==> src/hdl/spc_pkg.sv <==
package spc_pkg;

	localparam int FRAC_BITS   = 16;
	localparam int WORK_BITS   = 28;
	localparam int MAX_DEPTH   = 12;
	localparam int COORD_W     = 18;
	localparam int MAG_W       = 29;
	localparam int SQ_W        = 2 * MAG_W;
	localparam int S_W         = 31;
	localparam int T_W         = 62;
	localparam int RAD_W       = 64;
	localparam int ROOT_W      = RAD_W / 2;
	localparam int REM_W       = ROOT_W + 3;
	localparam int W_W         = WORK_BITS + 2;
	localparam int CELL_W      = 12;
	localparam int DEPTH_W     = 4;

	localparam logic [DEPTH_W-1:0] DEPTH_RST = 4'd8;
	localparam logic [MAG_W-1:0]   WORK_ONE  = MAG_W'(1) << WORK_BITS;

	localparam logic [2:0] FACE_POS_Y = 3'd0;
	localparam logic [2:0] FACE_NEG_Y = 3'd1;
	localparam logic [2:0] FACE_POS_X = 3'd2;
	localparam logic [2:0] FACE_NEG_X = 3'd3;
	localparam logic [2:0] FACE_POS_Z = 3'd4;
	localparam logic [2:0] FACE_NEG_Z = 3'd5;

	typedef struct packed {
		logic [2:0] face;
		logic       neg_a;
		logic       neg_b;
		logic       zero_a;
		logic       zero_b;
		logic       swap;
	} flags_t;

	typedef struct packed {
		logic [S_W-1:0] s;
		flags_t         f;
	} sb_t;

endpackage

==> src/hdl/spc_sqrt.sv <==
module spc_sqrt (
	input  logic                      clk,
	input  logic                      arst_n,
	input  logic                      en,
	input  logic                      v_in,
	input  logic [spc_pkg::RAD_W-1:0] rad_in,
	input  spc_pkg::sb_t              sb_in,
	output logic                      v_out,
	output logic [spc_pkg::ROOT_W-1:0] root_out,
	output spc_pkg::sb_t              sb_out
);
	import spc_pkg::*;

	logic              v_s    [0:ROOT_W];
	logic [RAD_W-1:0]  rad_s  [0:ROOT_W];
	logic [REM_W-1:0]  rem_s  [0:ROOT_W];
	logic [ROOT_W-1:0] root_s [0:ROOT_W];
	sb_t               sb_s   [0:ROOT_W];

	assign v_s[0]    = v_in;
	assign rad_s[0]  = rad_in;
	assign rem_s[0]  = '0;
	assign root_s[0] = '0;
	assign sb_s[0]   = sb_in;

	for (genvar k = 0; k < ROOT_W; k++) begin : g_stage
		logic [REM_W-1:0] cur;
		logic [REM_W-1:0] trial;
		logic             ge;

		assign cur   = {rem_s[k][REM_W-3:0], rad_s[k][RAD_W-1 -: 2]};
		assign trial = {1'b0, root_s[k], 2'b01};
		assign ge    = (cur >= trial);

		always_ff @(posedge clk or negedge arst_n) begin
			if (!arst_n) begin
				v_s[k+1] <= 1'b0;
			end else if (en) begin
				v_s[k+1] <= v_s[k];
			end
		end

		always_ff @(posedge clk) begin
			if (en) begin
				rad_s[k+1]  <= {rad_s[k][RAD_W-3:0], 2'b00};
				rem_s[k+1]  <= ge ? (cur - trial) : cur;
				root_s[k+1] <= {root_s[k][ROOT_W-2:0], ge};
				sb_s[k+1]   <= sb_s[k];
			end
		end
	end

	assign v_out    = v_s[ROOT_W];
	assign root_out = root_s[ROOT_W];
	assign sb_out   = sb_s[ROOT_W];

endmodule

==> config.mk <==
export PLATFORM = sky130hd
export DESIGN_NAME = spc_sqrt
export DESIGN_NICKNAME = d
export VERILOG_FILES = /design/src/hdl/spc_pkg.sv /design/src/hdl/spc_sqrt.sv
export SDC_FILE = /design/constraint.sdc
export NUM_CORES = 2
export LEC_CHECK = 0
export BUFFER_PORTS_ARGS = -buffer_cell sky130_fd_sc_hd__clkbuf_2
export CELL_PAD_IN_SITES_DETAIL_PLACEMENT = 2
export CELL_PAD_IN_SITES_GLOBAL_PLACEMENT = 2
export CORE_MARGIN = 2
export CORE_UTILIZATION = 30
export CTS_BUF_LIST = sky130_fd_sc_hd__clkbuf_16
export CTS_CLUSTER_DIAMETER = 50
export DETAILED_ROUTE_END_ITERATION = 10
export PLACE_DENSITY_LB_ADDON = 0.05
export SLEW_MARGIN = 15
export SYNTH_ARGS = -nofsm -noshare
export SYNTH_HDL_FRONTEND = slang
export SYNTH_SLANG_ARGS = --single-unit
==> constraint.sdc <==
create_clock -name clk -period 4.5 [get_ports clk]
set_input_delay 0.45 -clock clk [delete_from_list [all_inputs] [get_ports clk]]
set_output_delay 0.45 -clock clk [all_outputs]
set_load 0.05 [all_outputs]
==> results.rst <==
.. list-table::
   :header-rows: 1

   * - Metric
     - Value
   * - Status
     - completed
   * - Vias per cell
     - 4.62
   * - Setup Fix Bufs, Post-CTS
     - 0
   * - Number of warning messages in the yosys log
     - 0
   * - Kind of start point of the critical path
     - register
   * - First-pass iteration count of the detailed router
     - 5
   * - Core Box Area
     - 517000 um2
   * - Endpoint, Worst Hold
     - sb_s[1229]
   * - Leakage power of the design
     - 68.6 nW
   * - Cell type group with the largest total delay on the critical path
     - simple AND/OR/NAND/NOR gates
   * - DP Area
     - 166000 um2
   * - Fraction of met3 tracks used by global routing
     - 1.90%
   * - CTS Sinks
     - 3775
   * - Number of enable flip-flop cells after synthesis
     - 3743
   * - Proportion of register bits with asynchronous set or reset after synthesis
     - 0.848%
   * - Part of the Yosys area used for sequential elements
     - 72.8%
   * - Biggest area consumer among synthesized cells
     - sky130_fd_sc_hd__edfxtp_1
   * - Rows
     - 264
   * - Worst Tran Pin Value
     - 0.975 ns
   * - Endpoint of the worst register-to-register path
     - g_stage[27].cur[24]
   * - Synth Instances
     - 10400
   * - Post-route cell area
     - 186000 um2
   * - Final routed DRC violation total
     - 0
   * - Later-pin clock latency in the skew report
     - 1.02 ns
   * - Max-Slew Margin vs Limit
     - 34.4%
   * - Filler Cells Inserted
     - 52200
   * - Startpoint of the lowest-slack hold path
     - sb_in[20]
   * - Final weighted congestion in routability-driven placement
     - 0.819
   * - Total global-route track usage
     - 14.5%
   * - Number of cells upsized or downsized after cts
     - 0
   * - Design Power
     - 103 mW
   * - NumNets Final
     - 11900
   * - Wire length of the first global-routing pass
     - 592000 um
   * - Worst min-delay path class
     - in -> reg
   * - Clock-pin transition on the worst setup and hold timing paths
     - 0.05 ns
   * - Main flop type after synthesis
     - sky130_fd_sc_hd__edfxtp_1
   * - Final HPWL DP
     - 274000 um
   * - Maximum number of pins on one net before global-route repair
     - 133
   * - Layer with the highest usage after global routing
     - met2
   * - Worst path bufs/invs
     - 5
   * - R2R Path Start
     - g_stage[26].trial[16]
   * - Synth Net Count
     - 11100
   * - Die area
     - 524000 um2
   * - Vias in the first global route
     - 94800
   * - Critical path capture point type
     - register
   * - Initial drt markers
     - 4334
   * - Most common library cell in the layout ignoring fill and taps
     - sky130_fd_sc_hd__edfxtp_1
   * - Quantity of I/O buffers inserted on ports
     - 178
   * - Max Buffers Root-to-Sink
     - 4
   * - Cells along the critical path
     - inv_1 -> ha_1 -> nand2_1 -> or4_1 -> or3_1 -> nor4_1 -> buf_4 -> nor2_1 -> o211ai_1 -> buf_12 -> inv_1 -> o31ai_1 -> buf_4
   * - Width of the die
     - 724 um
   * - Count of antenna-violating nets left after detailed routing
     - 0
   * - Initial Util
     - 30.1%
   * - Critical path fanouts, max
     - 45
   * - Netlist area before placement
     - 156000 um2
   * - Area Growth Syn to Fin
     - 19.2%
   * - Unique cell type count in the Yosys netlist
     - 104
   * - Power density relative to cell area
     - 553 nW/um2
   * - Sum Neg Setup Slack
     - 0 ns
   * - Fin Clk Skew
     - 0.0617 ns
   * - Clock tree from TritonCTS
     - built
   * - Post-synthesis average cell area
     - 14.9 um2
   * - Standard cell with the maximum stage delay on the critical path
     - sky130_fd_sc_hd__or4_1
   * - Ports
     - 179
   * - Buffer type at the clock tree root
     - sky130_fd_sc_hd__clkbuf_16
   * - Type of the worst setup path
     - reg -> reg
   * - Overflow left after global routing
     - 0
   * - Hold buffer count at CTS
     - 112
   * - Slew Viols, Final
     - 0
   * - Sum of routed wire length over all layers
     - 385000 um
   * - Total CTS buffers
     - 539
   * - FF-to-FF setup slack
     - 0.45 ns
   * - Number of setup violations in the final report
     - 0
   * - Share of cells above drive strength 1
     - 11.8%
   * - Final period util
     - 90.0%
   * - Area fraction of the dominant cell type after synthesis
     - 72.2%
   * - Final Critical Period
     - 4.05 ns
   * - Overall via count from detail_route
     - 85800
   * - Maximum cell stage delay along the critical path
     - 0.55 ns
   * - H-tree levels
     - 6
   * - Main area contributors after synthesis
     - sky130_fd_sc_hd__edfxtp_1, sky130_fd_sc_hd__ha_1, sky130_fd_sc_hd__xor2_1
   * - Wirelength per Cell
     - 20.7 um
   * - Met1 track demand over resource
     - 18.4%
   * - Commonest cells after routing, fill and taps aside
     - sky130_fd_sc_hd__edfxtp_1, sky130_fd_sc_hd__inv_1, sky130_fd_sc_hd__nand2_1
   * - Achievable frequency
     - 0.247 GHz
   * - Endpoints failing hold
     - 0
   * - WP data arrival
     - 4.92 ns
   * - Worst vdd rail ir drop
     - 0.000346 V
   * - MaxCap Viol Count
     - 0
   * - Worst hold path depth
     - 2
   * - CP required
     - 5.37 ns
   * - Number of register bits inferred by synthesis
     - 3775
   * - GR Util met2
     - 25.6%
   * - Reg2Reg Depth
     - 13
   * - Die Ht
     - 724 um
   * - Antenna violations before repair
     - 14
   * - RSZ-0062 raised after global routing
     - no
==> where the power goes <==
part	internal (mW)	leakage [nW]	switching [mW]
clock	25.1	9.11	16.9
sequential	43.3	36.6	2.49
combinational	5.78	22.9	9.03
total	74.2	68.6	28.4
==> stage by stage <==
stage	cells	hold slack (ns)	worst slack, ns	utilization, %
CTS	18600	0.000108	0.403	35.9
finish	18600	0.131	0.450	35.9
global placement	17500	0.401	0.487	32.2
global route	18600	0.0636	0.0955	35.9
floorplan	10400	0.154	1.19	-
detailed placement	17500	0.405	0.414	32.2
==> registers in the layout, indices dropped and copies added (netlist names) <==
register / flops
v_out: 1
rad_s: 930
sb_out: 39
v_s: 31
g_stage.trial: 496
g_stage.cur: 1037
sb_s: 1209
root_out: 32
==> cells by family (layout without fill, tap and decap cells) <==
| group | count (synthesis) | after routing | share of synthesized area, % |
|---|---|---|---|
| other | 1 | 4 | 0.00241 |
| AND/OR/NAND/NOR | 2381 | 2381 | 7.57 |
| buffers and inverters | 945 | 2163 | 2.40 |
| XOR/XNOR | 777 | 777 | 4.38 |
| flip-flops | 3775 | 3775 | 72.8 |
| adder cells (fa/ha/maj) | 561 | 561 | 4.51 |
| multiplexers | 116 | 116 | 0.824 |
| AO/OA/AOI/OAI | 1888 | 1888 | 7.55 |
==> per-layer routing <==
layer / up-vias / routed length [um]
li1: 40800 / -
met4: 0 / 10700
met3: 642 / 10700
met2: 1008 / 193000
met1: 43400 / 170000
met5: - / 0
==> cell type report <==
class	count	area, um2	area share (%)
clock buffer	542	13600	7.31
tap	6916	8650	4.66
inverter	710	2670	1.44
antenna	3	7.51	0.00405
sequential	3775	113000	61.0
timing repair buffer	468	4020	2.17
clock inverter	443	4670	2.52
multi-input combinational	5724	38700	20.9
==> synth_stat cells (98+ instances only) <==
master and n:
sky130_fd_sc_hd__nor4_1 121, sky130_fd_sc_hd__xnor2_1 358, sky130_fd_sc_hd__nor2_1 570, sky130_fd_sc_hd__edfxtp_1 3743, sky130_fd_sc_hd__xor2_1 418, sky130_fd_sc_hd__o21a_1 99
sky130_fd_sc_hd__nor3_1 231, sky130_fd_sc_hd__nand2_1 639, sky130_fd_sc_hd__nand4_1 98, sky130_fd_sc_hd__clkbuf_1 159, sky130_fd_sc_hd__inv_1 705, sky130_fd_sc_hd__a21o_1 248
sky130_fd_sc_hd__nand3_1 145, sky130_fd_sc_hd__a21oi_1 537, sky130_fd_sc_hd__ha_1 561, sky130_fd_sc_hd__o21ai_0 515, sky130_fd_sc_hd__nand2b_1 120
==> worst max path at each step <==
stage                                     start             endpoint  slack (ns)  cells past startpoint
after floorplan              g_stage[6].cur[24]    g_stage[7].cur[9]        1.19                      8
after detailed placement  g_stage[26].trial[16]  g_stage[27].cur[24]        0.41                     13
after global placement     g_stage[27].trial[2]  g_stage[28].cur[34]        0.49                     11
final                     g_stage[26].trial[16]  g_stage[27].cur[24]        0.45                     13
after global routing        g_stage[27].cur[14]   g_stage[28].cur[6]         0.1                     10
after CTS                 g_stage[26].trial[16]  g_stage[27].cur[24]        0.40                     13
(Power assumes the default switching activity.)
