$ cat src/hdl/spc_pkg.sv
package spc_pkg;

	localparam int FRAC_BITS   = 16;
	localparam int WORK_BITS   = 28;
	localparam int MAX_DEPTH   = 12;
	localparam int COORD_W     = 18;
	localparam int MAG_W       = 29;
	localparam int SQ_W        = 2 * MAG_W;
	localparam int S_W         = 31;
	localparam int T_W         = 62;
	localparam int RAD_W       = 64;
	localparam int ROOT_W      = RAD_W / 2;
	localparam int REM_W       = ROOT_W + 3;
	localparam int W_W         = WORK_BITS + 2;
	localparam int CELL_W      = 12;
	localparam int DEPTH_W     = 4;

	localparam logic [DEPTH_W-1:0] DEPTH_RST = 4'd8;
	localparam logic [MAG_W-1:0]   WORK_ONE  = MAG_W'(1) << WORK_BITS;

	localparam logic [2:0] FACE_POS_Y = 3'd0;
	localparam logic [2:0] FACE_NEG_Y = 3'd1;
	localparam logic [2:0] FACE_POS_X = 3'd2;
	localparam logic [2:0] FACE_NEG_X = 3'd3;
	localparam logic [2:0] FACE_POS_Z = 3'd4;
	localparam logic [2:0] FACE_NEG_Z = 3'd5;

	typedef struct packed {
		logic [2:0] face;
		logic       neg_a;
		logic       neg_b;
		logic       zero_a;
		logic       zero_b;
		logic       swap;
	} flags_t;

	typedef struct packed {
		logic [S_W-1:0] s;
		flags_t         f;
	} sb_t;

endpackage

$ cat src/hdl/spc_front.sv
module spc_front (
	input  logic                        clk,
	input  logic                        arst_n,
	input  logic                        en,
	input  logic                        v_in,
	input  logic signed [spc_pkg::COORD_W-1:0] x_in,
	input  logic signed [spc_pkg::COORD_W-1:0] y_in,
	input  logic signed [spc_pkg::COORD_W-1:0] z_in,
	output logic                        v_out,
	output logic [spc_pkg::RAD_W-1:0]   d_out,
	output spc_pkg::sb_t                sb_out
);
	import spc_pkg::*;

	logic                      v_s1, v_s2, v_s3, v_s4, v_s5, v_s6;
	logic signed [COORD_W-1:0] x_s1, y_s1, z_s1;
	logic [MAG_W-1:0]          a_s2, b_s2;
	flags_t                    f_s2, f_s3, f_s4, f_s5;
	sb_t                       sb_s6;
	logic [SQ_W-1:0]           asq_s3, bsq_s3;
	logic [S_W-1:0]            s_s4, s_s5;
	logic [T_W-1:0]            t_s4, t_s5, ss_s5;
	logic [RAD_W-1:0]          d_s6;

	logic [COORD_W-1:0]        mx, my, mz;
	logic signed [COORD_W-1:0] ra, rb;
	logic [MAG_W-1:0]          wa, wb;
	flags_t                    f_c;
	logic [SQ_W+1:0]           sum56;
	logic [T_W-1:0]            t_c;

	function automatic logic [COORD_W-1:0] mag(input logic signed [COORD_W-1:0] v);
		mag = v[COORD_W-1] ? COORD_W'(-v) : COORD_W'(v);
	endfunction

	function automatic logic [MAG_W-1:0] to_work(input logic signed [COORD_W-1:0] v);
		logic [W_W-1:0] m;
		m = {mag(v), (WORK_BITS - FRAC_BITS)'(0)};
		to_work = (m > W_W'(WORK_ONE)) ? WORK_ONE : m[MAG_W-1:0];
	endfunction

	always_comb begin
		mx = mag(x_s1);
		my = mag(y_s1);
		mz = mag(z_s1);
		f_c = '0;
		if (my >= mx && my >= mz) begin
			ra = x_s1;
			rb = z_s1;
			f_c.face = (y_s1 > 0) ? FACE_POS_Y : FACE_NEG_Y;
		end else if (mx >= my && mx >= mz) begin
			ra = y_s1;
			rb = z_s1;
			f_c.face = (x_s1 > 0) ? FACE_POS_X : FACE_NEG_X;
		end else begin
			ra = x_s1;
			rb = y_s1;
			f_c.face = (z_s1 > 0) ? FACE_POS_Z : FACE_NEG_Z;
			f_c.swap = 1'b1;
		end
		f_c.neg_a  = ra[COORD_W-1];
		f_c.neg_b  = rb[COORD_W-1];
		f_c.zero_a = (ra == '0);
		f_c.zero_b = (rb == '0);
		wa = to_work(ra);
		wb = to_work(rb);
	end

	// s = 2A^2 - 2B^2 + 3, all at 56 fraction bits
	assign sum56 = {1'b0, asq_s3, 1'b0} + ((SQ_W+2)'(3) << (2 * WORK_BITS))
		- {1'b0, bsq_s3, 1'b0};
	assign t_c   = (T_W'(asq_s3) << 4) + (T_W'(asq_s3) << 3);

	always_ff @(posedge clk or negedge arst_n) begin
		if (!arst_n) begin
			v_s1 <= 1'b0;
			v_s2 <= 1'b0;
			v_s3 <= 1'b0;
			v_s4 <= 1'b0;
			v_s5 <= 1'b0;
			v_s6 <= 1'b0;
		end else if (en) begin
			v_s1 <= v_in;
			v_s2 <= v_s1;
			v_s3 <= v_s2;
			v_s4 <= v_s3;
			v_s5 <= v_s4;
			v_s6 <= v_s5;
		end
	end

	always_ff @(posedge clk) begin
		if (en) begin
			x_s1   <= x_in;
			y_s1   <= y_in;
			z_s1   <= z_in;
			a_s2   <= wa;
			b_s2   <= wb;
			f_s2   <= f_c;
			asq_s3 <= a_s2 * a_s2;
			bsq_s3 <= b_s2 * b_s2;
			f_s3   <= f_s2;
			s_s4   <= sum56[WORK_BITS +: S_W];
			t_s4   <= t_c;
			f_s4   <= f_s3;
			ss_s5  <= s_s4 * s_s4;
			s_s5   <= s_s4;
			t_s5   <= t_s4;
			f_s5   <= f_s4;
			d_s6   <= (ss_s5 > t_s5) ? RAD_W'(ss_s5 - t_s5) : '0;
			sb_s6  <= '{s: s_s5, f: f_s5};
		end
	end

	assign v_out  = v_s6;
	assign d_out  = d_s6;
	assign sb_out = sb_s6;

endmodule

$ cat config.mk
export PLATFORM = sky130hd
export DESIGN_NAME = spc_front
export DESIGN_NICKNAME = d
export VERILOG_FILES = /design/src/hdl/spc_pkg.sv /design/src/hdl/spc_front.sv
export SDC_FILE = /design/constraint.sdc
export NUM_CORES = 2
export LEC_CHECK = 0
export ABC_AREA = 1
export ABC_CLOCK_PERIOD_IN_PS = 10390
export BUFFER_PORTS_ARGS = -buffer_cell sky130_fd_sc_hd__buf_2
export CAP_MARGIN = 25
export CORE_UTILIZATION = 27
export DETAILED_ROUTE_END_ITERATION = 10
export MAX_ROUTING_LAYER = met4
export SLEW_MARGIN = 20
export SYNTH_ARGS = -nofsm -noshare
export SYNTH_HDL_FRONTEND = slang
export SYNTH_SLANG_ARGS = --single-unit
export TNS_END_PERCENT = 5
$ cat constraint.sdc
create_clock -name clk -period 10.39 [get_ports clk]
set_clock_uncertainty 0.15 [all_clocks]
set_input_delay 3.117 -clock clk [delete_from_list [all_inputs] [get_ports clk]]
set_output_delay 3.117 -clock clk [all_outputs]
set_load 0.05 [all_outputs]
==> results.md <==
- Result of the run: complete, no violations
- Fraction of the mapped netlist area in adder cells: between 40% and 50%
- Number of buffers inserted for hold repair after clock tree synthesis: 0
- Hold Crit Class: register to register
- Most common cell after layout, fill and taps aside: sky130_fd_sc_hd__inv_1
- Netlist Area Pre-Place: about 70000 sq um
- RSZ-0062 raised after global routing: false
- Worst slew margin: 29.27%
- Worst hold path startpoint: s_s5[30]
- # port buffers: 160
- Kind of start point of the critical path: register
- Number of distinct library cells after synthesis: 60
- Pre-antenna DRT Iters: 6
- Number of clock buffers inserted by TritonCTS: just under 60
- Placed Instances: ~11000
- FFs w/ async S/R, synth: under 10%
- Remaining design rule violation count: 0
- Placer's final routability congestion estimate: ~0.9
- Quantity of gates resized following cts: 0
- Synthesis Warnings: 0
- Worst path setup slack after routing: 1755 ps
- Synth area leaders: sky130_fd_sc_hd__fa_1, sky130_fd_sc_hd__edfxtp_1, sky130_fd_sc_hd__ha_1
- Launching instance or port of the critical path: s_s4[4]
- Transition at the pin with the smallest max-transition slack: ~1100 ps
- Required time of the worst setup path: 10710 ps
- Number of instances in the synthesized netlist: ~7600
- Sequential-to-total area share from yosys stat: between 20% and 30%
- Portion of the clock cycle consumed by the worst path in the final layout: roughly 83%
- Multiplexer share of the synthesized area: less than 1%
- Clock period minus worst slack: between 8000 and 9000 ps
- 1st-iter DRT viols: about 2600
- Total setup violations reported at the end of the flow: 0
- Worst-Skew Late Latency: 730 ps
- Critical path arrival: 8950 ps
- Final number of hold-violating endpoints: 0
- Via count of the first global-routing pass: 49543
- Global-route met2 utilization: 22.03%
- Global route total overflow: 0
- Post-detailed-placement cell area: ~75000 sq um
- Synth-to-layout area growth: 9.641%
- Post-synth top area cell: sky130_fd_sc_hd__fa_1
- Routed wire per std cell: about 15 um
- Clock H-tree levels: 2
- DR vias: about 47000
- Die outline height: 511.1 um
- Finished Cell Area: between 70000 and 80000 sq um
- Total Negative Setup Slacks: 0 ps
- Max-capacitance violation count: 0
- Dominant synthesized flop cell: sky130_fd_sc_hd__edfxtp_1
- Post-synth EDFFs: approximately 470
- Tot GR Track Use: 13.46%
- Setup repair bufs after CTS: 0
- Standard-cell rows: between 150 and 200
- Initial antenna violation count: 9
- Worst setup timing slack at the placement stage: between 1500 and 2000 ps
- Largest fanout on the critical path: 23
- Largest family of logic cells by synthesized area: adder cells
- Initial core utilization: between 20% and 30%
- Ratio of cells with drive above 1 in the final layout: 5.153%
- Vias per cell: around 4.3
- Busiest layer in global routing: met2
- Post-detail-place hpwl: between 100 and 150 mm
- Parity-gate share of the synthesized area counting xor and xnor cells: 3.753%
- Average cell area after synthesis: around 9.3 sq um
- Maximum number of pins on one net before global-route repair: between 150 and 200
- Area share of and/or/nand/nor cells after synthesis: around 11%
- Area used by sequential logic in the layout: between 10000 and 15000 sq um
- Routing usage on met3: between 1.5 and 2%
- Clk Tree Root Cell: sky130_fd_sc_hd__clkbuf_16
- Fill cell count: between 20000 and 30000
- Number of placed I/O pins: ~160
- Portion of synthesized cell area occupied by the leading cell type: about 32%
- RR Startpoint: s_s4[4]
- Register bit total from synthesis: 478
- Routed WL: between 150 and 200 mm
- Die area: 261200 sq um
- Kind of critical path: register to register
- Most frequent cells in the layout: sky130_fd_sc_hd__inv_1, sky130_fd_sc_hd__nand2_1, sky130_fd_sc_hd__fa_1
- Maximum clock insertion buffer count: 3
- TritonCTS clock tree: built
- Clock-pin slew on the worst setup and hold paths: ~80 ps
- Highest achievable clock rate: ~0.12 GHz
- Wire length of the first global-routing pass: approximately 270 mm
- Worst setup EP type: register
- Global routing usage on met1: about 17%
- Final Slew Violations: 0
- Die Wd: 511.1 um
- Total clock sinks: approximately 480
- Share of the synthesized area in compound gates (AO/OA/AOI/OAI): under 10%
- Number of nets in the layout: 9657
- Area inside the core boundary: around 260000 sq um
- Area of combinational cells with multiple inputs: 46840 sq um
- ANT nets after route: 0
- Fin cells: between 10000 and 15000
-- metrics by stage --
step	util [%]	hold WS [ps]
2_1_floorplan	-	250.3
3_3_place_gp	29.01	250.6
3_5_place_dp	29.02	254.5
4_1_cts	29.84	222.1
5_1_grt	29.84	232.6
6_report	29.84	223.8
-- final cells by class --
type | count | share of cell area, %
multi-input cells | 4759 | 61.05
diodes | 1 | 0.003261
well taps | 3384 | 5.518
flip-flops and latches | 478 | 18.67
inverters | 2122 | 10.39
clock inverters | 46 | 0.8170
repair buffers | 217 | 1.641
clock buffers | 63 | 1.916
-- flip-flops by register name, indices dropped and copies added (netlist names), 31 cells and up --
signal  flops
asq_s3     33
bsq_s3     33
d_out      62
s_s4       31
s_s5       31
sb_out     38
ss_s5      60
t_s4       34
t_s5       34
-- cells by family (layout without fill, tap and decap cells) --
| family | count (synthesis) | after routing |
|---|---|---|
| fa+ha+maj | 1963 | 1963 |
| mux | 2 | 2 |
| compound gates | 621 | 621 |
| buf+inv | 2322 | 2448 |
| simple gates | 1870 | 1870 |
| xor+xnor | 299 | 299 |
| other cells | 1 | 5 |
| flops | 478 | 478 |
-- worst paths after layout --
check	endpoint	slack, ps	cells past startpoint
max	ss_s5[43]	1750	26
min	sb_out[38]	220	0
max reg2reg	ss_s5[43]	1750	26
min reg2reg	sb_out[38]	220	0
max in group asynchronous	v_s5	7910	1
min in group asynchronous	v_out	2040	1
-- critical path, cell delays in order (launching register included) --
cell and delay (ps):
sky130_fd_sc_hd__edfxtp_1 690, sky130_fd_sc_hd__buf_4 450, sky130_fd_sc_hd__nand2_1 130, sky130_fd_sc_hd__fa_1 540
sky130_fd_sc_hd__inv_1 70, sky130_fd_sc_hd__fa_1 420, sky130_fd_sc_hd__fa_1 550, sky130_fd_sc_hd__inv_1 50
sky130_fd_sc_hd__fa_1 470, sky130_fd_sc_hd__inv_1 50, sky130_fd_sc_hd__fa_1 540, sky130_fd_sc_hd__inv_1 70
sky130_fd_sc_hd__fa_1 530, sky130_fd_sc_hd__inv_1 50, sky130_fd_sc_hd__fa_1 490, sky130_fd_sc_hd__fa_1 430
sky130_fd_sc_hd__ha_1 400, sky130_fd_sc_hd__nand2_1 100, sky130_fd_sc_hd__nor2_1 120, sky130_fd_sc_hd__inv_1 50
sky130_fd_sc_hd__o21ai_0 590, sky130_fd_sc_hd__a21oi_1 200, sky130_fd_sc_hd__o21ai_0 330, sky130_fd_sc_hd__a21oi_1 170
sky130_fd_sc_hd__o21ai_0 380, sky130_fd_sc_hd__a21oi_1 140, sky130_fd_sc_hd__xor2_1 160
-- cell usage after synthesis (21+ instances only) --
master / number
sky130_fd_sc_hd__o21ai_1: 24
sky130_fd_sc_hd__nor3_1: 25
sky130_fd_sc_hd__edfxtp_1: 472
sky130_fd_sc_hd__nand4_1: 21
sky130_fd_sc_hd__clkbuf_1: 168
sky130_fd_sc_hd__nand2_1: 1319
sky130_fd_sc_hd__xor2_1: 203
sky130_fd_sc_hd__xnor2_1: 95
sky130_fd_sc_hd__inv_1: 2119
sky130_fd_sc_hd__a31oi_1: 33
sky130_fd_sc_hd__o21ai_0: 130
sky130_fd_sc_hd__o21bai_1: 24
sky130_fd_sc_hd__o21a_1: 21
sky130_fd_sc_hd__nor2_1: 307
sky130_fd_sc_hd__ha_1: 830
sky130_fd_sc_hd__fa_1: 1133
sky130_fd_sc_hd__a21oi_1: 283
sky130_fd_sc_hd__nand3_1: 109
-- metal layers --
| layer | vias to the layer above | share of wire [%] |
|---|---|---|
| met2 | 1063 | 47 |
| met1 | 22887 | 44 |
| met4 | 0 | 3.1 |
| met3 | 237 | 5.4 |
| li1 | 22965 | - |
| met5 | - | 0 |
Power is not shown: default switching activity piles up to over one toggle a cycle in this logic, so the estimate is an artifact.
