<file path="config.mk">
export PLATFORM = sky130hd
export DESIGN_NAME = spc_back
export DESIGN_NICKNAME = d
export VERILOG_FILES = /design/src/hdl/spc_pkg.sv /design/src/hdl/spc_back.sv
export SDC_FILE = /design/constraint.sdc
export NUM_CORES = 1
export LEC_CHECK = 0
export ABC_AREA = 1
export BUFFER_PORTS_ARGS = -buffer_cell sky130_fd_sc_hd__buf_4
export CORE_MARGIN = 3
export CORE_UTILIZATION = 30
export CTS_BUF_LIST = sky130_fd_sc_hd__clkbuf_2
export DETAILED_ROUTE_END_ITERATION = 10
export GPL_TIMING_DRIVEN = 0
export PLACE_DENSITY_LB_ADDON = 0.15
export SLEW_MARGIN = 10
export SYNTH_ARGS = -nofsm -noshare
export SYNTH_HDL_FRONTEND = slang
export SYNTH_SLANG_ARGS = --single-unit
</file>
<file path="constraint.sdc">
create_clock -name clk -period 5.75 [get_ports clk]
set_input_delay 1.725 -clock clk [delete_from_list [all_inputs] [get_ports clk]]
set_output_delay 1.725 -clock clk [all_outputs]
set_load 0.005 [all_outputs]
</file>
<file path="src/hdl/spc_pkg.sv">
package spc_pkg;

	localparam int FRAC_BITS   = 16;
	localparam int WORK_BITS   = 28;
	localparam int MAX_DEPTH   = 12;
	localparam int COORD_W     = 18;
	localparam int MAG_W       = 29;
	localparam int SQ_W        = 2 * MAG_W;
	localparam int S_W         = 31;
	localparam int T_W         = 62;
	localparam int RAD_W       = 64;
	localparam int ROOT_W      = RAD_W / 2;
	localparam int REM_W       = ROOT_W + 3;
	localparam int W_W         = WORK_BITS + 2;
	localparam int CELL_W      = 12;
	localparam int DEPTH_W     = 4;

	localparam logic [DEPTH_W-1:0] DEPTH_RST = 4'd8;
	localparam logic [MAG_W-1:0]   WORK_ONE  = MAG_W'(1) << WORK_BITS;

	localparam logic [2:0] FACE_POS_Y = 3'd0;
	localparam logic [2:0] FACE_NEG_Y = 3'd1;
	localparam logic [2:0] FACE_POS_X = 3'd2;
	localparam logic [2:0] FACE_NEG_X = 3'd3;
	localparam logic [2:0] FACE_POS_Z = 3'd4;
	localparam logic [2:0] FACE_NEG_Z = 3'd5;

	typedef struct packed {
		logic [2:0] face;
		logic       neg_a;
		logic       neg_b;
		logic       zero_a;
		logic       zero_b;
		logic       swap;
	} flags_t;

	typedef struct packed {
		logic [S_W-1:0] s;
		flags_t         f;
	} sb_t;

endpackage

</file>
<file path="src/hdl/spc_back.sv">
module spc_back (
	input  logic                          clk,
	input  logic                          arst_n,
	input  logic                          en,
	input  logic                          v_in,
	input  logic [spc_pkg::ROOT_W-1:0]    pa_in,
	input  logic [spc_pkg::ROOT_W-1:0]    pb_in,
	input  spc_pkg::flags_t               f_in,
	input  logic [spc_pkg::DEPTH_W-1:0]   depth,
	output logic                          v_out,
	output logic [2:0]                    face_out,
	output logic [spc_pkg::CELL_W-1:0]    u_out,
	output logic [spc_pkg::CELL_W-1:0]    v_cell_out
);
	import spc_pkg::*;

	logic             v_s8, v_q;
	logic [W_W-1:0]   wu_s8, wv_s8;
	logic [2:0]       face_s8, face_q;
	logic [CELL_W-1:0] u_q, vc_q;

	logic [W_W-1:0]   wa, wb;
	logic [DEPTH_W-1:0] dc;

	function automatic logic [W_W-1:0] finish(input logic [ROOT_W-1:0] p,
		input logic neg, input logic zero);
		logic [MAG_W-1:0] pc;
		pc = (p > ROOT_W'(WORK_ONE)) ? WORK_ONE : p[MAG_W-1:0];
		if (zero)
			finish = W_W'(WORK_ONE);
		else if (neg)
			finish = W_W'(WORK_ONE) - W_W'(pc);
		else
			finish = W_W'(WORK_ONE) + W_W'(pc);
	endfunction

	function automatic logic [CELL_W-1:0] to_cell(input logic [W_W-1:0] w,
		input logic [DEPTH_W-1:0] d);
		logic [W_W-1:0]    c;
		logic [CELL_W:0]   size;
		c    = w >> (W_W'(WORK_BITS + 1) - W_W'(d));
		size = (CELL_W+1)'(1) << d;
		to_cell = (c >= W_W'(size)) ? CELL_W'(size - 1'b1) : c[CELL_W-1:0];
	endfunction

	assign wa = finish(pa_in, f_in.neg_a, f_in.zero_a);
	assign wb = finish(pb_in, f_in.neg_b, f_in.zero_b);
	assign dc = (depth > DEPTH_W'(MAX_DEPTH)) ? DEPTH_W'(MAX_DEPTH) : depth;

	always_ff @(posedge clk or negedge arst_n) begin
		if (!arst_n) begin
			v_s8 <= 1'b0;
			v_q  <= 1'b0;
		end else if (en) begin
			v_s8 <= v_in;
			v_q  <= v_s8;
		end
	end

	always_ff @(posedge clk) begin
		if (en) begin
			wu_s8   <= f_in.swap ? wb : wa;
			wv_s8   <= f_in.swap ? wa : wb;
			face_s8 <= f_in.face;
			face_q  <= face_s8;
			u_q     <= to_cell(wu_s8, dc);
			vc_q    <= to_cell(wv_s8, dc);
		end
	end

	assign v_out      = v_q;
	assign face_out   = face_q;
	assign u_out      = u_q;
	assign v_cell_out = vc_q;

endmodule

</file>
==> impl_metrics.csv, run 1 <==
group,metric,value,unit
critical_path,timing.rr.start,"wu_s8[25]",
run_status,status,"completed",
clock_tree,clk_pin_slew,160,ps
synth,synth_seq_area_share,27.91,%
finish,synthToLayoutAreaGrowth,19.86,%
floorplan,ios,108,
placed_design,io_buffers,103,
critical_path,path_class,"in2reg",
power_and_ir_drop,p_int,0.001025,W
worst_hold_path,hold_path_class,"reg2reg",
detailed_routing,dr.pass1.iters,8,
placed_design,place_congestion,0.9250,
clock_tree,h-tree-depth,3,
detailed_routing,drtIter0Drc,372,
sta,fin_worst_hold_slack,442.3,ps
synth,synth_cell_type_count,44,
synth,ys_ff_latch,60,
critical_path,slowest_stage,"clkbuf_1",
finish,fin_cells,1374,
detailed_routing,wl_met2,9742,µm
synth,syn_nets,1094,
floorplan,core_area,20620,µm²
synth,synth_cells,984,
clock_tree,cts_tree,"yes",
clock_tree,worstSkewPairLatency,530,ps
placed_design,hpwl,16740,µm
global_route,grt_start_max_net_pins,63,
synth,synth-edff-count,58,
flow_run,cap_violations,0,
global_route,antenna_found_initial,1,
sta,final_hold_viol_count,0,
sta,max_freq,181.7,MHz
power_and_ir_drop,power,0.001631,W
critical_path,max_stage_delay,370,ps
sta,finalSetupViolCount,0,
floorplan,die_h,152.3,µm
sta,report.final.slew_viol_count,0,
global_route,grt.overflow.total,0,
worst_hold_path,holdCritStartpoint,"face_s8[1]",
clock_tree,cts_made_buffers,9,
sta,slew_headroom,49.71,%
sta,final.min_clock_period,5505,ps
critical_path,cp.buffers_inverters,9,
critical_path,end_kind,"register",
floorplan,start_util,31.12,%
power_and_ir_drop,seq_power_share,36.5,%
power_and_ir_drop,powerDensity,212.0,nW/µm²
power_and_ir_drop,p_clk_share,21.7,%
detailed_routing,dr_wl_met3,837,µm
detailed_routing,routed.top_layer,"met4",
floorplan,design.die.area,23190,µm²
critical_path,crit_family,"buffers and inverters",
sta,tightestPinTransition,754.4,ps
clock_tree,post_cts_buffers,0,
power_and_ir_drop,p_leak,3.795,nW
detailed_routing,viasPerCell,4.884,
clock_tree,clock_sinks,60,
floorplan,num_rows,52,
global_route,first_global_vias,6262,
finish,fillCellCount,2335,
clock_tree,clockRootBuffer,"clkbuf_2",
critical_path,cp_max_fo,10,
global_route,grt_pass1_wl,32250,µm
clock_tree,clock_path_buffers,2,
synth,yosysWarnings,0,
sta,finClkSkew,29.34,ps
sta,totalNegativeSetupSlack,0,ps
placed_design,dp.cells,1357,
global_route,grtUsageTotal,16.79,%
finish,final_layout_size_suffix_gt1_share,18.13,%
detailed_routing,wl_per_cell,14.58,µm
critical_path,cpMostUsedCell,"buf_4",
power_and_ir_drop,p_sw,0.0006063,W
critical_path,startpoint,"depth[3]",
finish,stdcell_area,7694,µm²
critical_path,critPathRequiredTime,6040,ps
finish,layout.nets,1208,
floorplan,dieWidth,152.3,µm
detailed_routing,drt-met1-wl,9016,µm
synth,async_flop_share,3.333,%
sta,rsz0062_at_grt,"false",
placed_design,place_area,7530,µm²
power_and_ir_drop,vdd_drop_max,0.00008111,V
critical_path,startpoint_type,"input pin",
synth,synthFlopType,"edfxtp_1",
detailed_routing,num_vias,6711,
detailed_routing,wirelength,20030,µm
sta,finalCritPeriodShare,95.74,%
critical_path,cp_data_arrival_time,5790,ps
critical_path,path_cells,"buf_4, nand2_4, inv_2, nor2_2, buf_4, buf_4, ha_1, clkbuf_1, inv_1, clkbuf_1, clkbuf_2, nand2_1, a31oi_1, ha_1, nand2_1, nor2_1, o21ai_0, o211ai_1, nand3_1, nand3_2, buf_2, nor2_1, a21oi_1",
synth,syn_area,6419,µm²
synth,avgSynthCellArea,6.523,µm²
power_and_ir_drop,swShare,37.16,%
detailed_routing,drcViolationCount,0,
detailed_routing,drtAntennaViolNets,0,
power_and_ir_drop,combPwrFrac,41.9,%
[cell families (layout without fill, tap and decap cells)]
logic type	count (synthesis)	count (layout)	synth area share (%)
adder cells (fa/ha/maj)	30	30	5.848
buffers and inverters	187	306	12.55
AO/OA/AOI/OAI	178	178	16.80
flip-flops	60	60	27.91
XOR/XNOR	4	4	0.5459
other	0	1	0
multiplexers	10	10	1.560
AND/OR/NAND/NOR	515	515	34.78
[power groups by stage]
stage	logic [W]	registers [W]	clock network (W)
2_1_floorplan	0.000403	0.000610	0
6_report	0.000683	0.000595	0.000354
3_5_place_dp	0.000682	0.000607	0
3_3_place_gp	0.000679	0.000606	0
4_1_cts	0.000684	0.000596	0.000367
5_1_grt	0.000772	0.000604	0.000387
[per-stage QoR]
step	util (%)	setup slack (ps)
after floorplan	-	605.6
after global placement	36.51	-412.3
after detailed placement	36.51	-370.3
after CTS	37.28	221.9
after global routing	37.30	25.86
final	37.30	245.0
[layer usage]
metal  GRT usage (%)  up-vias
li1                -     3507
met1           21.84     2999
met2           28.92      172
met3           2.272       33
met4           5.308        0
met5               0        -
[layout by cell type (no fill, tap or decap), types with 5 or more instances in the layout]
cell type  instances
clkbuf_2          10
nand3b_1           5
a21oi_1           38
nand4_1           42
edfxtp_1          58
nand2_2            7
ha_1              30
nand2_1          289
nand3_1           54
o41ai_1           11
buf_1              6
o31ai_1           13
clkbuf_1          24
inv_1            108
nor2_2             5
buf_4            113
buf_6              5
inv_2             18
buf_2             12
o21ai_0           59
mux2i_1           10
o21ai_2            6
o21ai_1           24
nor3_1             8
o211ai_1           7
nor2_1            93
[registers in the layout, indices dropped and copies added, names as in the netlist]
name        flops
face_out        3
face_s8         3
u_out          12
v_cell_out     12
v_out           1
v_s8            1
wu_s8          14
wv_s8          14
[cell usage after synthesis (all sizes together) (17+ instances only)]
| library cell | count | area [µm²] |
|---|---|---|
| ha | 30 | 375.4 |
| nand3 | 56 | 290.3 |
| buf | 35 | 232.7 |
| o31ai | 17 | 147.6 |
| edfxtp | 58 | 1742 |
| nand2 | 299 | 1162 |
| inv | 127 | 479.2 |
| a21oi | 42 | 225.2 |
| o21ai | 89 | 468.0 |
| clkbuf | 24 | 90.09 |
| nor2 | 101 | 414.1 |
| nand4 | 42 | 262.8 |
[cell type report]
type | count | area (µm²) | share of cell area (%)
Clock inverter | 7 | 115.1 | 1.496
Multi-Input combinational cell | 737 | 3821 | 49.67
Inverter | 128 | 483.0 | 6.277
Clock buffer | 9 | 45.04 | 0.5855
Buffer | 59 | 324.1 | 4.212
Tap cell | 270 | 337.8 | 4.391
Sequential cell | 60 | 1792 | 23.29
Timing Repair Buffer | 103 | 773.2 | 10.05
Antenna cell | 1 | 2.502 | 0.03253
[repair_timing]
action                     CTS  global route
hold buffers                 0             0
gates resized for setup      0             1
setup endpoints to repair    0            13
[final timing paths]
path                             endpoint  slack, ps  cells after the start
min reg2reg                   face_out[1]        440                      0
min in group asynchronous           v_out        960                      1
max in group asynchronous            v_s8       4700                      1
min                           face_out[1]        440                      0
max                        v_cell_out[10]        240                     23
max reg2reg                     u_out[10]       2560                     16
(Power assumes the default switching activity.)
==> inputs of run 2 (changes only) <==
- CELL_PAD_IN_SITES_DETAIL_PLACEMENT: not set -> 1
- CELL_PAD_IN_SITES_GLOBAL_PLACEMENT: not set -> 2
==> impl_metrics.csv, run 2 (synthesis gave the netlist of run 1 again) <==
group,metric,value,unit
floorplan,start_util,31.12,%
placed_design,place_congestion,0.8875,
sta,finClkSkew,38.14,ps
sta,final.min_clock_period,5381,ps
clock_tree,post_cts_buffers,0,
critical_path,startpoint,"depth[3]",
sta,report.final.slew_viol_count,0,
critical_path,r2r_slack,2540,ps
critical_path,cp.buffers_inverters,7,
global_route,grt_start_max_net_pins,63,
worst_hold_path,hold_path_class,"reg2reg",
detailed_routing,viasPerCell,4.924,
floorplan,num_rows,52,
detailed_routing,wirelength,22570,µm
floorplan,ios,108,
critical_path,max_stage_delay,500,ps
global_route,first_global_vias,6769,
critical_path,cp_max_fo,10,
sta,slew_headroom,48.33,%
critical_path,path_class,"in2reg",
critical_path,startpoint_type,"input pin",
clock_tree,cts.repair.resized,0,
global_route,grt.overflow.total,0,
placed_design,io_buffers,103,
critical_path,slowest_stage,"o21ai_0",
critical_path,cp_data_arrival_time,5720,ps
critical_path,timing.rr.start,"wu_s8[25]",
finish,fin_cells,1373,
critical_path,path_depth,19,
run_status,status,"completed",
detailed_routing,dr.pass1.iters,4,
floorplan,die_h,152.3,µm
sta,finalSetupViolCount,0,
finish,layout_common_cells,"289 x nand2_1, 113 x buf_4, 108 x inv_1",
finish,final_core_util,37.28,%
finish,fillCellCount,2719,
clock_tree,clockRootBuffer,"clkbuf_2",
sta,tightestPinTransition,775.1,ps
critical_path,r2r.worst_path.cells,14,
global_route,antenna_found_initial,1,
power_and_ir_drop,powerDensity,213.8,nW/µm²
floorplan,core_area,20620,µm²
global_route,grt_pass1_wl,36000,µm
clock_tree,cts_made_buffers,9,
clock_tree,clock_path_buffers,2,
sta,fin_worst_hold_slack,417.9,ps
sta,final_hold_viol_count,0,
finish,mostFrequentLayoutCell,"nand2_1",
clock_tree,clk_pin_slew,190,ps
detailed_routing,num_vias,6761,
power_and_ir_drop,p_leak,3.794,nW
critical_path,crit_family,"buffers and inverters",
finish,final_layout_size_suffix_gt1_share,18.15,%
finish,synthToLayoutAreaGrowth,19.81,%
critical_path,end_kind,"register",
floorplan,dieWidth,152.3,µm
critical_path,critPathRequiredTime,6090,ps
clock_tree,cts_tree,"yes",
clock_tree,clock_sinks,60,
floorplan,design.die.area,23190,µm²
detailed_routing,wl_per_cell,16.44,µm
placed_design,hpwl,19380,µm
critical_path,r2r_end,"u_out[5]",
finish,reg_top3,"wu_s8 (14), wv_s8 (14)",
placed_design,dp.cells,1357,
sta,rsz0062_at_grt,"false",
finish,layout.nets,1207,
power_and_ir_drop,vdd_drop_max,0.00009156,V
flow_run,cap_violations,0,
clock_tree,h-tree-depth,3,
sta,max_freq,185.9,MHz
global_route,grtUsageTotal,19.07,%
sta,finalCritPeriodShare,93.57,%
detailed_routing,drtIter0Drc,297,
clock_tree,worstSkewPairLatency,510,ps
detailed_routing,drcViolationCount,0,
critical_path,path_cells,"buf_4, nand2_4, inv_2, nor2_2, buf_4, buf_4, ha_1, clkbuf_1, buf_1, nand2_1, o21ai_0, ha_1, nand2_1, nor4_1, nand2_1, nand3_2, buf_2, nor2_1, a21oi_1",
detailed_routing,drtAntennaViolNets,0,
clock_tree,cts_hold_buf,0,
critical_path,crit_end,"u_out[5]",
-- run 2: per-stage QoR --
stage / cell area, µm² / worst slack [ps] / total power (W) / TNS [ps]
final: 7690 / 369.5 / 0.001644 / 0
after global placement: 7530 / -460.2 / 0.001307 / -7264
after detailed placement: 7530 / -398.8 / 0.001313 / -6439
after CTS: 7690 / 131.0 / 0.001671 / 0
after floorplan: 6419 / 605.6 / 0.001013 / 0
after global routing: 7690 / 150.3 / 0.001771 / 0
-- run 2: cell type report --
cell class                      instances  area (µm²)  share of cell area, %
Multi-Input combinational cell        737        3821                  49.69
Sequential cell                        60        1792                  23.30
Clock inverter                          7       115.1                  1.497
Antenna cell                            1       2.502                0.03254
Buffer                                 58       320.3                  4.165
Clock buffer                            9       45.04                 0.5857
Inverter                              128       483.0                  6.281
Timing Repair Buffer                  103       773.2                  10.06
Tap cell                              270       337.8                  4.393
-- run 2: report_power, final --
group          internal, W  switching [W]
registers         0.000575      0.0000206
clock network     0.000186       0.000163
logic             0.000265       0.000434
total              0.00103       0.000618
-- run 2: worst min path at each step --
stage               startpoint          end  slack, ps  cells past startpoint
detailed placement  face_s8[1]  face_out[1]        410                      0
finish              face_s8[1]  face_out[1]        420                      0
global route        face_s8[2]  face_out[2]        430                      0
floorplan           face_s8[0]  face_out[0]        400                      0
global placement    face_s8[2]  face_out[2]        400                      0
CTS                 face_s8[1]  face_out[1]        410                      0
-- run 2: layer usage --
layer | vias up | share of wire (%) | global-route usage, %
met5 | - | 0 | 0
met4 | 0 | 2.2 | 5.265
met3 | 27 | 1.9 | 1.562
met2 | 101 | 51 | 35.08
met1 | 3114 | 45 | 23.89
li1 | 3519 | - | -
==> inputs of run 3 (changes only) <==
- PLACE_DENSITY: not set -> 0.88
- PLACE_DENSITY_LB_ADDON: 0.15 -> not set
==> impl_metrics.csv, run 3 (synthesis gave the netlist of run 1 again) <==
group,metric,value,unit
sta,finalSetupViolCount,0,
sta,fin_worst_hold_slack,440.8,ps
detailed_routing,drtAntennaViolNets,0,
sta,tightestPinTransition,744.9,ps
power_and_ir_drop,p_sw,0.0006126,W
sta,report.final.slew_viol_count,0,
sta,final_hold_viol_count,0,
finish,synthToLayoutAreaGrowth,19.06,%
critical_path,critPathRequiredTime,6020,ps
clock_tree,clockRootBuffer,"clkbuf_2",
placed_design,io_buffers,103,
global_route,grtUsageTotal,18.67,%
clock_tree,clk_pin_slew,160,ps
sta,finClkSkew,17.83,ps
global_route,first_global_vias,7120,
power_and_ir_drop,p_leak,3.777,nW
power_and_ir_drop,p_clk_share,16.8,%
clock_tree,clock_sinks,60,
floorplan,design.die.area,23190,µm²
detailed_routing,viasPerCell,5.033,
detailed_routing,dr.pass1.iters,5,
detailed_routing,drcViolationCount,0,
global_route,antenna_found_initial,1,
clock_tree,h-tree-depth,3,
critical_path,startpoint_type,"input pin",
global_route,grt.overflow.total,0,
global_route,grt_start_max_net_pins,63,
floorplan,num_rows,52,
clock_tree,cts_made_buffers,9,
floorplan,ios,108,
sta,final.min_clock_period,5365,ps
power_and_ir_drop,seq_power_share,38.3,%
detailed_routing,wirelength,21910,µm
placed_design,hpwl,18810,µm
finish,mostFrequentLayoutCell,"nand2_1",
power_and_ir_drop,swShare,39.41,%
detailed_routing,num_vias,6905,
clock_tree,clock_path_buffers,2,
sta,max_freq,186.4,MHz
worst_hold_path,hold_path_class,"reg2reg",
floorplan,start_util,31.12,%
floorplan,dieWidth,152.3,µm
detailed_routing,drtIter0Drc,307,
sta,finalCritPeriodShare,93.31,%
finish,reg_top3,"wu_s8 (14), wv_s8 (14)",
critical_path,path_class,"in2reg",
power_and_ir_drop,p_int,0.0009420,W
clock_tree,cts_tree,"yes",
finish,final_layout_size_suffix_gt1_share,18.33,%
power_and_ir_drop,combPwrFrac,44.8,%
critical_path,r2r.worst_path.cells,16,
finish,fillCellCount,2711,
floorplan,core_area,20620,µm²
power_and_ir_drop,vdd_drop_max,0.00008074,V
placed_design,place_congestion,0.9101,
critical_path,cp_data_arrival_time,5630,ps
sta,finalWorstSetupSlack,384.8,ps
placed_design,post-place-ws,-418.5,ps
finish,stdcell_area,7642,µm²
global_route,grt_pass1_wl,36020,µm
worst_hold_path,min_path_cells,0,
critical_path,end_kind,"register",
finish,layout.nets,1207,
finish,layout_common_cells,"289 x nand2_1, 113 x buf_4, 108 x inv_1",
sta,rsz0062_at_grt,"false",
detailed_routing,wl_per_cell,15.97,µm
run_status,status,"completed",
power_and_ir_drop,powerDensity,203.4,nW/µm²
flow_run,cap_violations,0,
placed_design,place_area,7530,µm²
clock_tree,worstSkewPairLatency,520,ps
finish,diodes,0,
sta,slew_headroom,50.34,%
floorplan,die_h,152.3,µm
critical_path,cp_max_fo,12,
## run 3: cell count changes in the layout (fill, tap and decap cells not counted), sizes merged
cell and delta:
bufinv -2, clkbuf +2, diode -1
## run 3: cell type report
class	count	area [µm²]	share of cell area, %
Sequential cell	60	1792	23.44
Multi-Input combinational cell	737	3829	50.10
Clock buffer	11	55.05	0.7204
Clock inverter	5	52.55	0.6876
Buffer	58	320.3	4.191
Timing Repair Buffer	103	773.2	10.12
Tap cell	270	337.8	4.420
Inverter	128	483.0	6.320
## run 3: timing repair
item | CTS | global route
setup endpoints to repair | 0 | 24
setup buffers | 0 | 0
resized for setup | 0 | 2
hold buffers | 0 | 0
## run 3: power groups by stage
stage | Combinational, W | Sequential [W] | Clock (W)
2_1_floorplan | 0.000403 | 0.000610 | 0
3_3_place_gp | 0.000683 | 0.000605 | 0
3_5_place_dp | 0.000700 | 0.000609 | 0
4_1_cts | 0.000702 | 0.000598 | 0.000272
5_1_grt | 0.000785 | 0.000606 | 0.000292
6_report | 0.000697 | 0.000596 | 0.000262
## run 3: worst paths after layout
check	start	end	slack (ps)
max reg2reg	wu_s8[25]	u_out[5]	2520
min reg2reg	face_s8[0]	face_out[0]	440
max	depth[3]	v_cell_out[3]	380
min in group asynchronous	arst_n	v_s8	970
max in group asynchronous	arst_n	v_out	4700
min	face_s8[0]	face_out[0]	440
## run 3: routing by layer
| layer | GRT usage [%] | share of wire [%] | wire length [µm] | vias to the layer above |
|---|---|---|---|---|
| li1 | - | - | - | 3522 |
| met3 | 1.846 | 2.6 | 570 | 19 |
| met1 | 23.56 | 45 | 9856 | 3248 |
| met5 | 0 | 0.059 | 13 | - |
| met2 | 34.70 | 51 | 11220 | 114 |
| met4 | 3.553 | 1.1 | 250 | 2 |
## run 3: stage by stage
| stage | std cells | util, % | TNS, ps | power [W] |
|---|---|---|---|---|
| global route | 1372 | 37.05 | 0 | 0.001683 |
| detailed placement | 1357 | 36.51 | -8096 | 0.001308 |
| global placement | 1357 | 36.51 | -8468 | 0.001288 |
| CTS | 1373 | 37.03 | 0 | 0.001572 |
| finish | 1372 | 37.05 | 0 | 0.001555 |
| floorplan | 984 | - | 0 | 0.001013 |
## run 3: critical path, cell delays in order
cell	delay, ps
buf_4	170
nand2_4	130
inv_2	50
nor2_2	150
buf_4	190
buf_4	190
ha_1	240
clkbuf_1	240
inv_1	370
clkbuf_2	290
nand2_1	90
a31oi_1	350
ha_1	320
nand2_1	100
nor2_1	70
o21ai_0	90
o211ai_1	150
nand3_1	130
nand3_2	150
buf_2	240
nor2_1	150
a21oi_2	40
